**src/pcbc_pkg.sv**
```systemverilog
// Package: types, code constants and bit-permutation functions for the (12,8) block codec
package pcbc_pkg;

    localparam int unsigned C_LANES = 4;
    localparam int unsigned C_BYTES = 6;

    typedef logic [C_BYTES-1:0][7:0] t_block;

    typedef enum logic {
        OP_ENCODE = 1'b0,
        OP_DECODE = 1'b1
    } t_op;

    typedef struct packed {
        logic [3:0] nib;
        logic [7:0] dec;
    } t_lane_res;

    localparam logic [3:0][7:0]  C_GEN = {8'hE8, 8'h0F, 8'hB3, 8'hD5};
    localparam logic [3:0][11:0] C_CHK = {12'h1D5, 12'h2B3, 12'h40F, 12'h8E8};
    localparam logic [15:0][11:0] C_COSET = {
        12'h801, 12'h001, 12'h080, 12'h010, 12'h084, 12'h004, 12'h040, 12'h100,
        12'h208, 12'h002, 12'h020, 12'h200, 12'h008, 12'h400, 12'h800, 12'h000
    };

    // coded bit 6b+a takes plain byte a bit b
    function automatic t_block f_spread(input t_block src);
        logic [8*C_BYTES-1:0] dst;
        dst = '0;
        for (int b = 0; b < 8; b++) begin
            for (int a = 0; a < C_BYTES; a++) begin
                dst[C_BYTES*b+a] = src[a][b];
            end
        end
        return t_block'(dst);
    endfunction

    function automatic t_block f_gather(input t_block src);
        logic [8*C_BYTES-1:0] flat;
        t_block dst;
        flat = src;
        for (int a = 0; a < C_BYTES; a++) begin
            for (int b = 0; b < 8; b++) begin
                dst[a][b] = flat[C_BYTES*b+a];
            end
        end
        return dst;
    endfunction

endpackage

```
**src/pcbc_in_if.sv**
```systemverilog
// Interface: input channel carrying one block word
interface pcbc_in_if;
    logic       valid;
    logic       ready;
    logic       operation;
    logic [7:0] in_byte0;
    logic [7:0] in_byte1;
    logic [7:0] in_byte2;
    logic [7:0] in_byte3;
    logic [7:0] in_byte4;
    logic [7:0] in_byte5;

    modport source (
        output valid, operation, in_byte0, in_byte1, in_byte2, in_byte3, in_byte4, in_byte5,
        input  ready
    );
    modport sink (
        input  valid, operation, in_byte0, in_byte1, in_byte2, in_byte3, in_byte4, in_byte5,
        output ready
    );
endinterface

```
**src/pcbc_out_if.sv**
```systemverilog
// Interface: output channel carrying one result word
interface pcbc_out_if;
    logic       valid;
    logic       ready;
    logic [7:0] out_byte0;
    logic [7:0] out_byte1;
    logic [7:0] out_byte2;
    logic [7:0] out_byte3;
    logic [7:0] out_byte4;
    logic [7:0] out_byte5;

    modport source (
        output valid, out_byte0, out_byte1, out_byte2, out_byte3, out_byte4, out_byte5,
        input  ready
    );
    modport sink (
        input  valid, out_byte0, out_byte1, out_byte2, out_byte3, out_byte4, out_byte5,
        output ready
    );
endinterface

```
**src/pcbc_lane.sv**
```systemverilog
// Lane: parity nibble of one data byte and single-error fix of one 12-bit code word
module pcbc_lane import pcbc_pkg::*; (
    input  logic [7:0] i_byte,
    input  logic [3:0] i_nib,
    output t_lane_res  o_res
);

    logic [11:0] w_word;
    logic [3:0]  w_syn;
    logic [11:0] w_fixed;

    assign w_word = {i_nib, i_byte};

    always_comb begin
        for (int i = 0; i < 4; i++) begin
            o_res.nib[i] = ^(i_byte & C_GEN[i]);
            w_syn[i]     = ^(w_word & C_CHK[i]);
        end
        w_fixed   = w_word ^ C_COSET[w_syn];
        o_res.dec = w_fixed[7:0];
    end

endmodule

```
**src/pcbc_merge.sv**
```systemverilog
// Merge: assemble the coded block or the decoded bytes from the lane results
module pcbc_merge import pcbc_pkg::*; (
    input  t_op                      i_op,
    input  logic                     i_ilv,
    input  logic [C_LANES-1:0][7:0]  i_data,
    input  t_lane_res [C_LANES-1:0]  i_lane,
    output t_block                   o_block
);

    t_block w_enc;

    always_comb begin
        w_enc[0] = i_data[0];
        w_enc[1] = i_data[1];
        w_enc[2] = {i_lane[1].nib, i_lane[0].nib};
        w_enc[3] = i_data[2];
        w_enc[4] = i_data[3];
        w_enc[5] = {i_lane[3].nib, i_lane[2].nib};
    end

    always_comb begin
        unique case (i_op)
            OP_ENCODE: begin
                o_block = i_ilv ? f_spread(w_enc) : w_enc;
            end
            OP_DECODE: begin
                o_block    = '0;
                o_block[0] = i_lane[0].dec;
                o_block[1] = i_lane[1].dec;
                o_block[2] = i_lane[2].dec;
                o_block[3] = i_lane[3].dec;
            end
            default: begin
                o_block = '0;
            end
        endcase
    end

endmodule

```
**src/parity_12_8_block_codec_core.sv**
```systemverilog
// Top level: (12,8) block codec, four parallel lanes, registered output word
// An accepted input word is registered and shows as a valid output word in the next cycle.
// Throughput: one word per cycle; the single output register sets the rate and
// the input stays ready while the held word is taken in the same cycle.
// Reset (synchronous, active low): output empty, interleave enable set to 1.
module parity_12_8_block_codec_core import pcbc_pkg::*; (
    input  logic        i_clk,
    input  logic        i_rst_n,
    input  logic        i_cfg_we,
    input  logic        i_cfg_wdata,
    pcbc_in_if.sink     i_in,
    pcbc_out_if.source  o_out
);

    logic      r_ilv;
    logic      r_vld;
    t_block    r_out;
    t_block    n_out;

    logic      w_accept;
    t_op       w_op;
    t_block    w_raw;
    t_block    w_t;
    logic [C_LANES-1:0][7:0] w_lane_byte;
    logic [C_LANES-1:0][3:0] w_lane_nib;
    t_lane_res [C_LANES-1:0] w_lane;

    assign i_in.ready = !r_vld || o_out.ready;
    assign w_accept   = i_in.valid && i_in.ready;
    assign w_op       = t_op'(i_in.operation);

    assign w_raw = {i_in.in_byte5, i_in.in_byte4, i_in.in_byte3,
                    i_in.in_byte2, i_in.in_byte1, i_in.in_byte0};
    assign w_t   = (w_op == OP_DECODE && r_ilv) ? f_gather(w_raw) : w_raw;

    always_comb begin
        unique case (w_op)
            OP_DECODE: begin
                w_lane_byte = {w_t[4], w_t[3], w_t[1], w_t[0]};
            end
            default: begin
                w_lane_byte = {w_raw[3], w_raw[2], w_raw[1], w_raw[0]};
            end
        endcase
        w_lane_nib = {w_t[5][7:4], w_t[5][3:0], w_t[2][7:4], w_t[2][3:0]};
    end

    for (genvar g = 0; g < C_LANES; g++) begin : g_lane
        pcbc_lane u_lane (
            .i_byte (w_lane_byte[g]),
            .i_nib  (w_lane_nib[g]),
            .o_res  (w_lane[g])
        );
    end

    pcbc_merge u_merge (
        .i_op    (w_op),
        .i_ilv   (r_ilv),
        .i_data  ({w_raw[3], w_raw[2], w_raw[1], w_raw[0]}),
        .i_lane  (w_lane),
        .o_block (n_out)
    );

    always_ff @(posedge i_clk) begin
        if (!i_rst_n) begin
            r_ilv <= 1'b1;
            r_vld <= 1'b0;
        end else begin
            if (i_cfg_we) begin
                r_ilv <= i_cfg_wdata;
            end
            if (w_accept) begin
                r_vld <= 1'b1;
            end else if (o_out.ready) begin
                r_vld <= 1'b0;
            end
        end
    end

    always_ff @(posedge i_clk) begin
        if (w_accept) begin
            r_out <= n_out;
        end
    end

    assign o_out.valid     = r_vld;
    assign o_out.out_byte0 = r_out[0];
    assign o_out.out_byte1 = r_out[1];
    assign o_out.out_byte2 = r_out[2];
    assign o_out.out_byte3 = r_out[3];
    assign o_out.out_byte4 = r_out[4];
    assign o_out.out_byte5 = r_out[5];

endmodule
```
**src/flat_wrapper.sv**
```systemverilog
// flat-port wrapper written by rule: the top's interface ports become plain ports
module parity_12_8_block_codec_core_flat import pcbc_pkg::*;
  (i_clk, i_rst_n, i_cfg_we, i_cfg_wdata, i_in_valid, i_in_operation, i_in_in_byte0, i_in_in_byte1, i_in_in_byte2, i_in_in_byte3, i_in_in_byte4, i_in_in_byte5, i_in_ready, o_out_valid, o_out_out_byte0, o_out_out_byte1, o_out_out_byte2, o_out_out_byte3, o_out_out_byte4, o_out_out_byte5, o_out_ready);
  pcbc_in_if i_in_i ();
  pcbc_out_if o_out_i ();
  input  logic i_clk;
  input  logic i_rst_n;
  input  logic i_cfg_we;
  input  logic i_cfg_wdata;
  input wire logic [$bits(i_in_i.valid)-1:0] i_in_valid;
  input wire logic [$bits(i_in_i.operation)-1:0] i_in_operation;
  input wire logic [$bits(i_in_i.in_byte0)-1:0] i_in_in_byte0;
  input wire logic [$bits(i_in_i.in_byte1)-1:0] i_in_in_byte1;
  input wire logic [$bits(i_in_i.in_byte2)-1:0] i_in_in_byte2;
  input wire logic [$bits(i_in_i.in_byte3)-1:0] i_in_in_byte3;
  input wire logic [$bits(i_in_i.in_byte4)-1:0] i_in_in_byte4;
  input wire logic [$bits(i_in_i.in_byte5)-1:0] i_in_in_byte5;
  output wire logic [$bits(i_in_i.ready)-1:0] i_in_ready;
  output wire logic [$bits(o_out_i.valid)-1:0] o_out_valid;
  output wire logic [$bits(o_out_i.out_byte0)-1:0] o_out_out_byte0;
  output wire logic [$bits(o_out_i.out_byte1)-1:0] o_out_out_byte1;
  output wire logic [$bits(o_out_i.out_byte2)-1:0] o_out_out_byte2;
  output wire logic [$bits(o_out_i.out_byte3)-1:0] o_out_out_byte3;
  output wire logic [$bits(o_out_i.out_byte4)-1:0] o_out_out_byte4;
  output wire logic [$bits(o_out_i.out_byte5)-1:0] o_out_out_byte5;
  input wire logic [$bits(o_out_i.ready)-1:0] o_out_ready;
  assign i_in_i.valid = i_in_valid;
  assign i_in_i.operation = i_in_operation;
  assign i_in_i.in_byte0 = i_in_in_byte0;
  assign i_in_i.in_byte1 = i_in_in_byte1;
  assign i_in_i.in_byte2 = i_in_in_byte2;
  assign i_in_i.in_byte3 = i_in_in_byte3;
  assign i_in_i.in_byte4 = i_in_in_byte4;
  assign i_in_i.in_byte5 = i_in_in_byte5;
  assign i_in_ready = i_in_i.ready;
  assign o_out_valid = o_out_i.valid;
  assign o_out_out_byte0 = o_out_i.out_byte0;
  assign o_out_out_byte1 = o_out_i.out_byte1;
  assign o_out_out_byte2 = o_out_i.out_byte2;
  assign o_out_out_byte3 = o_out_i.out_byte3;
  assign o_out_out_byte4 = o_out_i.out_byte4;
  assign o_out_out_byte5 = o_out_i.out_byte5;
  assign o_out_i.ready = o_out_ready;
  parity_12_8_block_codec_core u_core (.i_clk(i_clk), .i_rst_n(i_rst_n), .i_cfg_we(i_cfg_we), .i_cfg_wdata(i_cfg_wdata), .i_in(i_in_i), .o_out(o_out_i));
endmodule
```
**config.mk**
```make
export PLATFORM = sky130hd
export DESIGN_NAME = parity_12_8_block_codec_core_flat
export DESIGN_NICKNAME = d
export VERILOG_FILES = /design/src/pcbc_pkg.sv /design/src/pcbc_in_if.sv /design/src/pcbc_out_if.sv /design/src/pcbc_lane.sv /design/src/pcbc_merge.sv /design/src/parity_12_8_block_codec_core.sv /design/src/flat_wrapper.sv
export SDC_FILE = /design/constraint.sdc
export NUM_CORES = 1
export LEC_CHECK = 0
export BUFFER_PORTS_ARGS = -buffer_cell sky130_fd_sc_hd__buf_4
export CAP_MARGIN = 20
export CORE_MARGIN = 1
export CORE_UTILIZATION = 50
export CTS_CLUSTER_SIZE = 12
export DETAILED_ROUTE_END_ITERATION = 8
export GPL_ROUTABILITY_DRIVEN = 0
export PLACE_DENSITY = 0.77
export SLEW_MARGIN = 20
export SYNTH_ARGS = -nofsm -noshare
export SYNTH_HDL_FRONTEND = slang
export SYNTH_SLANG_ARGS = --single-unit
export TNS_END_PERCENT = 100
```
**constraint.sdc**
```tcl
create_clock -name i_clk -period 2.7 [get_ports i_clk]
set_input_delay 0.135 -clock i_clk [delete_from_list [all_inputs] [get_ports i_clk]]
set_output_delay 0.135 -clock i_clk [all_outputs]
set_load 0.02 [all_outputs]
```
# --- Yosys cells after proc, flatten, opt, wreduce, memory -nomap -nowiden ---
# Memories as Yosys holds them, arrays and structs flattened.
# Index checks and enable logic that the tools add are counted.
word_totals:
  memories: 4
  mem_bits_ro: 768
  inputBits: 55
  wordCells: 68
  reg_bits: 50
mem_list:
  columns: ["name", "words", "word_bits", "rd", "rd_clocked_by_memory_dff", "wr", "line", "rtl"]
  rows:
  - ["(no name shown)", 16, 12, 1, 0, 0, "pcbc_lane.sv:19", "w_fixed = w_word ^ C_COSET[w_syn];"]
  - ["(no name shown)", 16, 12, 1, 0, 0, "pcbc_lane.sv:19", null]
  - ["(no name shown)", 16, 12, 1, 0, 0, "pcbc_lane.sv:19", null]
  - ["(no name shown)", 16, 12, 1, 0, 0, "pcbc_lane.sv:19", null]
op_classes:
  reduce_logical: 37
  bitwise: 5
  magnitude_cmp: 4
  muxes: 10
op_table:
  columns: ["operator", "n"]
  rows:
  - ["12-bit parity", 16]
  - ["8-bit parity", 16]
  - ["48-bit one-hot mux with 2 select lines", 1]
  - ["47-bit two-way mux", 2]
  - ["32-bit two-way mux", 1]
  - ["8-bit two-way mux", 4]
  - ["8-bit XOR", 4]
  - ["4-bit by 5-bit < comparator with 1-bit output, second input constant", 4]
  - ["1-bit logical AND", 2]
  - ["1-bit two-way mux", 2]
  - ["2-bit nonzero test", 1]
  - ["1-bit logical NOT", 1]
  - ["1-bit logical OR", 1]
  - ["1-bit inverter", 1]

# --- Longest topological paths before layout ---
# Gate-level depths: netlist of the first run.
depth:
  word_depth: 8
  ltp_mapped: 11

# --- Cells and area by module ---
# Synthesis of the first run repeated with hierarchy kept, for this count alone.
unflattened:
  hier_cells: 417
  area_unflattened_um2: 4827.1
modules_own_cells:
  columns: ["mod", "n_inst", "cells_each", "area_each_um2"]
  rows:
  - ["parity_12_8_block_codec_core", 1, 142, 2334.7]
  - ["pcbc_lane at u_core.g_lane[1].u_lane ...", 3, 33, 390.4]
  - ["pcbc_merge", 1, 139, 937.1]
  - ["pcbc_lane at u_core.g_lane[0].u_lane", 1, 37, 384.1]

# --- Least setup slack after synthesis of the first run ---
# Ideal clock, no wire load.
synth_path:
  path_type: "reg-to-reg"
  from: "register u_core.r_ilv"
  to: "register u_core.r_out, in the netlist u_core.o_out.out_byte0[1] (data pin)"
  arrival_ps: 2668
  n_path_buf: 2
  setup_time_ps: 254
  period_less_slack_ps: 2922
  setup_slack_ps: -222
  required_time_ps: 2446
  stages_incl_launch_ff: 11
  cell_sequence: "dfxtp_1 > buf_4 > nand2_2 > buf_6 > mux2i_2 > xnor2_1 > xor3_1 > or4b_4 > nor3b_1 > a21oi_1 > o21a_1"
synth_rtl:
  columns: ["element", "line", "rtl"]
  rows:
  - ["start: declaration", "parity_12_8_block_codec_core.sv:15", "logic r_ilv;"]
  - ["start signal: assignment", "parity_12_8_block_codec_core.sv:70", "r_ilv <= i_cfg_wdata;"]
  - ["end signal: assignment", "parity_12_8_block_codec_core.sv:82", "r_out <= n_out;"]
  - ["end: declaration", "parity_12_8_block_codec_core.sv:17", "t_block r_out;"]

==> results.json, run 1 <==
{
  "synth-seq-area-share": 0.2892,
  "status": "finished, violations left",
  "cts_tree": "yes",
  "worstPathCellList": "buf_6 -> mux2_4 -> mux2i_2 -> buf_4 -> xnor2_2 -> xor3_2 -> xnor2_4 -> nor4b_4 -> xnor2_1 -> mux2i_1",
  "final_common_cell": "buf_4",
  "power.share.switching": 0.4156,
  "p_sw_mw": 1.965,
  "maxCapViolCount": 0,
  "worstPathRequired_ns": 2.77,
  "async_flop_share": 0,
  "worstSetupStartpointType": "flop",
  "violations": "negative setup slack",
  "powerDensity_mw_per_mm2": 621.9,
  "synth_cells": 501,
  "multi_input_area_mm2": 0.004015,
  "power_mw": 4.728,
  "ys_warn_count": 0,
  "clock-sinks": 50,
  "layout_common_cells": "buf_4, edfxtp_1, xnor2_1, nor2_1, a21oi_1",
  "power.internal_mw": 2.764,
  "total_leakage_power_nw": 3.292,
  "path_class": "flop to flop",
  "antenna_left": 0,
  "cts.clk_slew.worst_paths_ns": 0.11,
  "max_slew_margin": 0.3269,
  "p_seq_frac": 0.215,
  "clockBufferDepth": 2,
  "synth-main-ff-cell": "edfxtp_1",
  "critPathMaxStageDelay_ns": 0.56,
  "cp.arrival_ns": 3.08,
  "hold_viol_final": 0,
  "peakVddDrop_mv": 0.3738,
  "antenna_found_initial": 0,
  "top_level_ports": 105,
  "fin_nets": 750,
  "fin_cells": 829,
  "fin_crit_ns": 3.017,
  "dr.pass1.iters": 5,
  "finalCritPeriodShare": 1.117,
  "overflow": 0,
  "drive_gt1_frac": 0.4986,
  "cpMaxStageDelayCell": "xor3_2",
  "fin_ws_ns": -0.3171,
  "first_global_vias": 4778,
  "grt_max_degree": 28,
  "dp_slack_ns": -0.1877,
  "drv_slew": 0,
  "row_count": 36,
  "synth_nets": 556,
  "first_iter_violations": 416,
  "port-buffer-count": 104,
  "grtUsageTotal": 0.3299,
  "worstSetupEndpointType": "flop",
  "coreArea_mm2": 0.009864,
  "synth-seq-cells": 50,
  "fill_cells": 560,
  "drt-total-wl_um": 18520,
  "combPwrFrac": 0.681,
  "placed_cells": 796,
  "setup_viol": 25,
  "seq_area_mm2": 0.001485,
  "synth.avg_cell_area_um2": 10.22,
  "ys_types": 65,
  "clock_skew_ns": 0.01869,
  "pwr-share-clk": 0.104,
  "synthToLayoutAreaGrowth_pct": 48.44,
  "drc": 0,
  "root_buffer": "clkbuf_8",
  "worstMarginPinSlew_ns": 0.9816,
  "fmax_mhz": 331.4,
  "rsz0062_at_grt": "yes",
  "die_h_um": 103.2,
  "die-area_mm2": 0.01065,
  "die_x_um": 103.2,
  "netlist_area_mm2": 0.005122,
  "vias_per_cell": 6.134,
  "tritoncts.num_buffers": 5,
  "clk_latency_ns": 0.33,
  "synth_edf_count": 48,
  "start_util": 0.5193,
  "htreeDepth": 2,
  "diodes": 0,
  "vias": 5085,
  "hpwlAfterDp_um": 11850,
  "hp-class": "input pin to flop",
  "cp_max_fo": 5,
  "grt_pass1_wl_um": 25580,
  "fin_tns_setup_ns": -3.756,
  "wl_per_cell_um": 22.34
}
repair_timing:
item / in CTS / in global routing
pin swaps: 27 / 25
hold buffers: 0 / 0
setup buffers: 17 / 6
endpoints found under the setup margin: 24 / 31
cloned: 2 / 0
resized for setup: 53 / 48
registers in the layout, summed over array words and instances (netlist names):
signal and count:
u_core.o_out.out_byte4 8, u_core.o_out.out_byte2 8, u_core.o_out.out_byte3 8, u_core.o_out.valid 1, u_core.r_ilv 1, u_core.o_out.out_byte0 8, u_core.o_out.out_byte1 8, u_core.o_out.out_byte5 8
cell type report:
cell class	count	share of cell area
timing repair buffer	225	0.2393
inverter	6	0.002962
tap	133	0.02189
clock inverter	3	0.003456
sequential	50	0.1953
multi-input combinational	407	0.5281
clock buffer	5	0.009051
Yosys cell counts (5+ instances only):
library cell  count  area (um2)
buf_1             5       18.77
nand3_1          16       80.08
nor2_1           38       142.6
xnor2_1          57       499.2
nand2_1          23       86.33
a21oi_1          36       180.2
xnor3_1          12       270.3
nor2b_1           5       31.28
mux2i_1          48       480.5
xnor2_2           5       81.33
nor3_1            7       35.03
buf_2             7       35.03
o211ai_1          5       37.54
and2_1            6       37.54
inv_1             6       22.52
o32ai_1           5       43.79
mux2_2           10       112.6
clkbuf_1         18       67.56
edfxtp_1         48        1441
o21ai_0          10       50.05
xor2_1           42       367.9
a211oi_1         10       75.07
critical path: cells and delay by family, from the launching register on:
family	cells	cell delay (ns)
and+or+nand+nor	1	0.35
buffers and inverters	2	0.29
DFF	1	0.42
xor gates and xnor gates	4	1.05
muxes	3	0.62
final timing paths:
check | slack [ns] | cells past startpoint | from | to
worst max-delay path | -0.32 | 10 | u_core.r_ilv | u_core.o_out.out_byte2[5]
worst min-delay path | 0.06 | 3 | i_in_valid | u_core.o_out.valid
worst max register to register | -0.32 | 10 | u_core.r_ilv | u_core.o_out.out_byte2[5]
worst min register to register | 0.56 | 2 | u_core.o_out.valid | u_core.o_out.valid
per-layer routing:
| layer | wire, um | vias up | GRT usage |
|---|---|---|---|
| li1 | - | 2184 | - |
| met2 | 8865 | 358 | 0.5415 |
| met4 | 1106 | 0 | 0.2026 |
| met1 | 6841 | 2433 | 0.4172 |
| met5 | 0 | - | 0 |
| met3 | 1710 | 110 | 0.04167 |
power by group through the flow:
stage | Sequential (mW) | Clock, mW | Combinational (mW)
2_1_floorplan | 1.15 | 0 | 1.48
3_3_place_gp | 1.03 | 0 | 2.39
3_5_place_dp | 1.03 | 0 | 2.46
4_1_cts | 1.02 | 0.496 | 2.79
5_1_grt | 1.03 | 0.514 | 3.36
6_report | 1.02 | 0.492 | 3.22
stage by stage:
stage	instance area, um2	hold WS (ns)	util
CTS	7291	0.05853	0.7391
global route	7604	0.07761	0.7708
finish	7604	0.05880	0.7708
detailed placement	6690	0.4123	0.6782
floorplan	5220	0.2336	-
global placement	6690	0.4017	0.6782
cells by family after synthesis:
family	count (synthesis)	synth area share
simple gates	129	0.1353
xor+xnor	125	0.2785
compound gates	87	0.1104
mux	66	0.1439
flops	50	0.2892
buf+inv	44	0.04274
Power figures use the tool's default switching activity.
==> inputs of run 2 (changes only) <==
--- a/config.mk
+++ b/config.mk
@@ -16,5 +16,6 @@
 export SLEW_MARGIN = 20
 export SYNTH_ARGS = -nofsm -noshare
 export SYNTH_HDL_FRONTEND = slang
+export SYNTH_HIERARCHICAL = 1
 export SYNTH_SLANG_ARGS = --single-unit
 export TNS_END_PERCENT = 100
==> constraint.sdc (replaced) <==
create_clock -name i_clk -period 2.7 [get_ports i_clk]
set_input_delay 0.135 -clock i_clk [delete_from_list [all_inputs] [get_ports i_clk]]
set_output_delay 0.135 -clock i_clk [all_outputs]
set_load 0.01 [all_outputs]
==> run 2 against run 1 <==
Effect of this change:
- the flow still finishes with violations (negative setup slack)
- combinational power shrank 18%
- hold slack lost 0.021 ns
- register-to-register slack gained 0.10 ns
- fmax grew 3.5%
- critical path depth grew 2
- area after synthesis shrank 5.8%
- clock-buffer cell count is the same
- via count shrank 21%
- cell count shrank 15%
- sequential power is essentially flat
==> results.json, run 2 <==
{
  "clockBufferDepth": 2,
  "row_count": 35,
  "status": "finished, violations left",
  "grt_max_degree": 60,
  "finalCritPeriodShare": 1.080,
  "r2r_setup_slack_ns": -0.22,
  "path_buf_inv": 3,
  "cts_tree": "yes",
  "critPathMaxStageDelay_ns": 0.43,
  "synth-seq-area-share": 0.3069,
  "cpMaxStageDelayCell": "dfxtp_4",
  "ys_types": 35,
  "synth_nets": 472,
  "cts.clk_slew.worst_paths_ns": 0.11,
  "diodes": 0,
  "synth_top_cell_by_area": "edfxtp_1",
  "synth.avg_cell_area_um2": 11.58,
  "total_leakage_power_nw": 3.247,
  "synth-seq-cells": 50,
  "tritoncts.num_buffers": 5,
  "port-buffer-count": 104,
  "synth_edf_count": 48,
  "antenna_found_initial": 0,
  "crit_family": "XOR/XNOR gates",
  "synth_commonest_cells": "mux2i_1, edfxtp_1, nor2_1, xnor2_1",
  "worstPathRequired_ns": 2.87,
  "cts_hold_buf": 0,
  "fin_cells": 705,
  "die_x_um": 100.3,
  "min-delay-start": "i_rst_n",
  "clock_skew_ns": 0.01289,
  "powerDensity_mw_per_mm2": 625.3,
  "fmax_mhz": 343.0,
  "grtUsageTotal": 0.2665,
  "worstSetupStartpointType": "flop",
  "hpwlAfterDp_um": 10270,
  "synth_cells": 417,
  "dr.pass1.iters": 5,
  "drc": 0,
  "first_iter_violations": 333,
  "worstPathCellList": "buf_6 -> mux2i_1 -> a21oi_1 -> buf_4 -> xnor2_2 -> xor2_2 -> xor2_1 -> buf_4 -> nor4b_2 -> xor2_1 -> nand2_1 -> o21ai_1",
  "violations": "negative setup slack",
  "worstSetupEndpointType": "flop",
  "start_util": 0.5199,
  "path_class": "flop to flop",
  "dp_slack_ns": -0.08004,
  "synth-main-ff-cell": "edfxtp_1",
  "htreeDepth": 2,
  "async_flop_share": 0,
  "die-area_mm2": 0.01005,
  "whs_ns": 0.03735,
  "grt_pass1_wl_um": 20060,
  "fin_crit_ns": 2.915,
  "coreArea_mm2": 0.009284,
  "hp-class": "input pin to flop",
  "die_h_um": 100.3,
  "reg2reg_to": "u_core/o_out.out_byte2[6]",
  "rsz0062_at_grt": "yes",
  "worst-path-stages": 12,
  "finish.utilization": 0.7284,
  "vias_per_cell": 5.725,
  "netlist_area_mm2": 0.004827,
  "clock-sinks": 50,
  "cp_max_fo": 8,
  "max_slew_margin": 0.5838,
  "peakVddDrop_mv": 0.4303,
  "root_buffer": "clkbuf_8",
  "top_level_ports": 105,
  "cp.arrival_ns": 3.09,
  "layout_common_cells": "buf_4, mux2i_1, edfxtp_1, nor2_1, nand2_1",
  "critPathLaunch": "u_core/r_ilv",
  "whs_path_depth": 2,
  "fin_ws_ns": -0.2153,
  "setup_viol": 13,
  "synthToLayoutAreaGrowth_pct": 40.10,
  "vias": 4036,
  "antenna_left": 0,
  "yosysMostFrequentCell": "mux2i_1",
  "drv_slew": 0,
  "worstHoldEndpoint": "u_core/r_ilv",
  "drt-total-wl_um": 15200,
  "placed_cells": 671,
  "ys_warn_count": 6,
  "overflow": 0,
  "drive_gt1_frac": 0.5122,
  "fin_tns_setup_ns": -0.8653,
  "synth_top_area_frac": 0.2986,
  "rr_startpoint": "u_core/r_ilv",
  "fill_cells": 610,
  "clk_latency_ns": 0.32,
  "worstMarginPinSlew_ns": 0.6243,
  "maxCapViolCount": 0,
  "first_global_vias": 3637,
  "r2r_cells": 12,
  "yosys-top-cells-area": "edfxtp_1, mux2i_1, mux2_4",
  "wl_per_cell_um": 21.56,
  "final_common_cell": "buf_4",
  "fin_nets": 630,
  "hold_viol_final": 0
}
[run 2: cell types whose count changed in the layout (fill, tap and decap cells not counted), sizes merged, moves of 11 or more]
| cell | previous run | this run |
|---|---|---|
| a21oi | 38 | 15 |
| buf | 224 | 172 |
| mux2 | 12 | 32 |
| nand3 | 16 | 4 |
| o21ai | 11 | 31 |
| xnor2 | 64 | 49 |
| xor2 | 44 | 33 |
[run 2: what timing repair did]
action | CTS | global route
setup endpoints to repair | 11 | 29
gates resized for setup | 10 | 59
pin swaps | 4 | 41
gates cloned | 0 | 1
buffers inserted | 3 | 24
[run 2: worst max path at each step]
stage and end:
4_1_cts u_core/o_out.out_byte2[5], 5_1_grt u_core/o_out.out_byte2[6], 2_1_floorplan u_core/o_out.out_byte2[7], 6_report u_core/o_out.out_byte2[6]
3_3_place_gp u_core/o_out.out_byte2[7], 3_5_place_dp u_core/o_out.out_byte2[5]
[run 2: stage by stage]
stage                     area, um2  power, mW
after global routing           6763      4.392
final                          6763      4.229
after CTS                      6183      3.783
after detailed placement       5979      3.168
after global placement         5979      3.117
after floorplan                4842      2.496
[run 2: metal layers]
layer,track usage,up-vias,wire length [um]
met5,0,-,0
met4,0.07692,0,488
li1,-,1805,-
met2,0.4341,191,7427
met3,0.03343,36,1151
met1,0.3727,2004,6132
[run 2: report_power, final]
group	internal [mW]	total [mW]	switching, mW
sequential	0.996	1.03	0.0331
clock	0.278	0.561	0.282
combinational	1.32	2.64	1.32
total	2.60	4.23	1.63
[run 2: area by class of cell]
| type | instances | area (um2) | share of cell area |
|---|---|---|---|
| multi-input combinational | 344 | 3586 | 0.5302 |
| sequential | 50 | 1485 | 0.2196 |
| timing repair buffer | 173 | 1414 | 0.2091 |
| tap | 129 | 161.4 | 0.02387 |
| clock buffer | 5 | 68.82 | 0.01018 |
| clock inverter | 3 | 43.79 | 0.006475 |
| inverter | 1 | 3.754 | 0.0005550 |
[run 2: cell families after synthesis]
logic type,share of synthesized area
AND/OR/NAND/NOR,0.1164
XOR/XNOR,0.2605
multiplexers,0.2265
flip-flops,0.3069
AO/OA/AOI/OAI,0.04925
buffers and inverters,0.04043
